<file path="config.mk">
export PLATFORM = sky130hd
export DESIGN_NAME = vis_ram
export DESIGN_NICKNAME = d
export VERILOG_FILES = /design/src/hw/rtl/vis_ram.sv
export SDC_FILE = /design/constraint.sdc
export NUM_CORES = 2
export LEC_CHECK = 0
export ABC_AREA = 1
export BUFFER_PORTS_ARGS = -buffer_cell sky130_fd_sc_hd__buf_2
export CAP_MARGIN = 20
export CORE_MARGIN = 2
export CORE_UTILIZATION = 40
export DETAILED_ROUTE_END_ITERATION = 8
export HOLD_SLACK_MARGIN = 0.08
export PLACE_DENSITY_LB_ADDON = 0.1
export SYNTH_ARGS = -nofsm -noshare
export SYNTH_HDL_FRONTEND = slang
export SYNTH_SLANG_ARGS = --single-unit
</file>
<file path="constraint.sdc">
create_clock -name clock -period 7.7 [get_ports clock]
set_input_delay 1.925 -clock clock [delete_from_list [all_inputs] [get_ports clock]]
set_output_delay 1.925 -clock clock [all_outputs]
set_load 0.01 [all_outputs]
</file>
<file path="src/hw/rtl/vis_ram.sv">
// Generic single-write, single-read RAM with registered read data.
// No dependencies.
module vis_ram #(
   parameter int WIDTH = 32,
   parameter int DEPTH = 64
) (
   input  logic                     clock,
   input  logic                     wr_en,
   input  logic [$clog2(DEPTH)-1:0] wr_addr,
   input  logic [WIDTH-1:0]         wr_data,
   input  logic [$clog2(DEPTH)-1:0] rd_addr,
   output logic [WIDTH-1:0]         rd_data
);

   logic [WIDTH-1:0] mem_ff [DEPTH];

   // write port
   always_ff @(posedge clock) begin
      if (wr_en) begin
         mem_ff[wr_addr] <= wr_data;
      end
   end

   // registered read port
   always_ff @(posedge clock) begin
      rd_data <= mem_ff[rd_addr];
   end

endmodule

</file>
==> flow_summary.ini <==
[outcome]
status = completed

[worst_setup_path]
required_ns = 8.43
startpoint_type = input pin
critPathMaxFanout = 39
crit_type = input pin to flip-flop
crit_arrival_ns = 5.13
endpoint_kind = flip-flop

[clocking]
cts_max_level = 4
clockBufferDepth = 3
post-cts-setup-buffer-count = 0
cts_sinks = 2080
cts-root-buf = clkbuf_16
clk_pin_slew_worst_paths_ns = 0.06
clock_latency_ns = 0.85
cts_buffers = 220
hold_buffers = 0
cts_tree = yes
ctsResizeCount = 0

[route]
wl_um = 269700
drc = 0
drt_iter0_drc = 6095
routed_via_density = 5.537
vias = 53540
wl_per_cell_um = 27.89
first_pass_iters = 6
ant_nets = 0

[grt]
grt_max_degree = 189
grt_pass1_vias = 51150
grtUsageTotal_pct = 25.33
grt-ovfl-total = 0
grt_pass1_wl_um = 385100
antenna_found_initial = 20

[synth]
synth_top_family_by_area = simple AND/OR/NAND/NOR gates
synth_seq_area_share_pct = 75.10
synthXorXnorAreaFrac_pct = 0
yosys.area_share.simple_pct = 22.12
synthMuxAreaShare_pct = 0
synthAdderAreaFrac_pct = 0
synthDistinctLibCells = 16
netlist_area_um2 = 82740
yosys_warnings = 0
synth_compound_area_share_pct = 0
synth_cells = 6769
avgSynthCellArea_um2 = 12.22
ys_ff_latch = 2080
syn_nets = 6815

[timing]
period_share_pct = 57.10
rsz0062_at_grt = false
fin_setup_tns_ns = 0
whs_ns = 0.8037
finalCriticalPeriod_ns = 4.397
max_freq_mhz = 227.4
tightest_slew_ns = 1.137
finalMaxSlewViolations = 0
final-setup-viol-count = 0
finClkSkew_ns = 0.04467
slew_headroom_pct = 24.22
hold_viol_final = 0

[finish]
syn2layout_area_growth_pct = 12.52
layout.nets = 6815
fillers = 18710
drive_above_1_share_pct = 8.524
postLayoutCoreUtil_pct = 45.37

[pwr]
p_per_area_nw_per_um2 = 260.8
leakage_nw = 32.41
vdd_drop_max_mv = 0.2179

[hold_path]
hold_path_class = flip-flop to flip-flop

[place]
dp_hpwl_um = 136600
place_congestion = 0.7892
place.port_buffers = 77

[floorplanning]
std_cell_rows = 166
ios = 78
die_y_um = 458.8
core_um2 = 205200
die_area_um2 = 210500
die_w_um = 458.8
start_util_pct = 40.32

[flow_run]
drv_cap = 0
-- metrics by stage --
stage / std cells / power, mW / instance area [um2] / setup WS, ns
after floorplan: 6769 / 13.58 / 82740 / 1.645
final: 9669 / 24.27 / 93100 / 3.303
after global placement: 9233 / 14.37 / 86180 / 2.497
after detailed placement: 9234 / 14.37 / 86190 / 2.484
after CTS: 9644 / 24.45 / 93020 / 3.407
after global routing: 9663 / 25.00 / 93080 / 3.339
-- logic make-up (layout without fill, tap and decap cells) --
kind of cell           after synthesis  count (layout)
AND/OR/NAND/NOR                   4228            4228
flip-flops                        2080            2080
buffers and inverters              461             649
other                                0              24
-- flip-flops by register name, indices dropped and copies added, names as in the netlist --
register and flops:
mem_ff 2048, rd_data 32
-- layout make-up --
class                           instances  area, um2  area share (%)
Timing Repair Buffer                  227       1853           1.990
Clock buffer                          274       5853           6.287
Inverter                               12      82.58         0.08870
Multi-Input combinational cell       4228      18770           20.16
Clock inverter                        136      974.7           1.047
Sequential cell                      2080      62140           66.75
Tap cell                             2688       3363           3.613
Antenna cell                           24      60.06         0.06451
-- synth_stat cells --
| cell | instances | area share [%] |
|---|---|---|
| nand2_1 | 2248 | 10 |
| edfxtp_1 | 2048 | 74 |
| nand3_1 | 1907 | 12 |
| buf_2 | 282 | 1.7 |
| clkbuf_1 | 77 | 0.35 |
| nor2_1 | 56 | 0.25 |
| buf_4 | 45 | 0.41 |
| buf_1 | 40 | 0.18 |
| dfxtp_1 | 32 | 0.77 |
| inv_1 | 9 | 0.041 |
| nand4_1 | 9 | 0.068 |
| nor4_1 | 8 | 0.060 |
| buf_6 | 3 | 0.041 |
| buf_8 | 2 | 0.036 |
| inv_2 | 2 | 0.0091 |
| inv_4 | 1 | 0.0076 |
-- where the power goes --
| group | internal, mW | switching, mW | total (mW) |
|---|---|---|---|
| combinational | 0.333 | 1.18 | 1.52 |
| sequential | 12.5 | 0.0671 | 12.6 |
| clock | 5.69 | 4.46 | 10.2 |
-- worst max-delay path: stages --
cell and delay [ns]:
buf_4 0.69, clkinv_2 0.89, buf_4 0.56, nand3_1 0.44, nand2_1 0.17, nand2_1 0.27, nand2_1 0.08
-- worst paths after layout --
path,startpoint,to,slack (ns),cells after the start
worst max-delay path,rd_addr[4],rd_data[27],3.30,7
worst min-delay path,mem_ff[50][15],rd_data[15],0.80,8
worst min register to register,mem_ff[50][15],rd_data[15],0.80,8
worst max register to register,mem_ff[5][27],rd_data[27],5.85,8
-- cell usage in the layout (no fill, tap or decap) --
cell,instances
buf_12,23
buf_2,72
buf_4,126
buf_6,1
buf_8,5
bufinv_16,10
clkbuf_1,44
clkbuf_16,224
clkbuf_8,6
clkinv_1,69
clkinv_16,2
clkinv_2,39
clkinv_4,1
clkinv_8,3
clkinvlp_4,5
dfxtp_1,32
diode_2,24
edfxtp_1,2048
inv_1,7
inv_16,1
inv_6,9
inv_8,2
nand2_1,2248
nand3_1,1907
nand4_1,9
nor2_4,56
nor4_2,8
-- per-layer routing --
layer	track usage (%)	vias up	share of wire (%)
met5	0	-	0
met4	8.401	0	2.9
met3	3.053	318	6.1
met2	41.55	1961	49
met1	35.08	27070	42
li1	-	24190	-
Note: power is estimated with default switching activity, not from simulation.
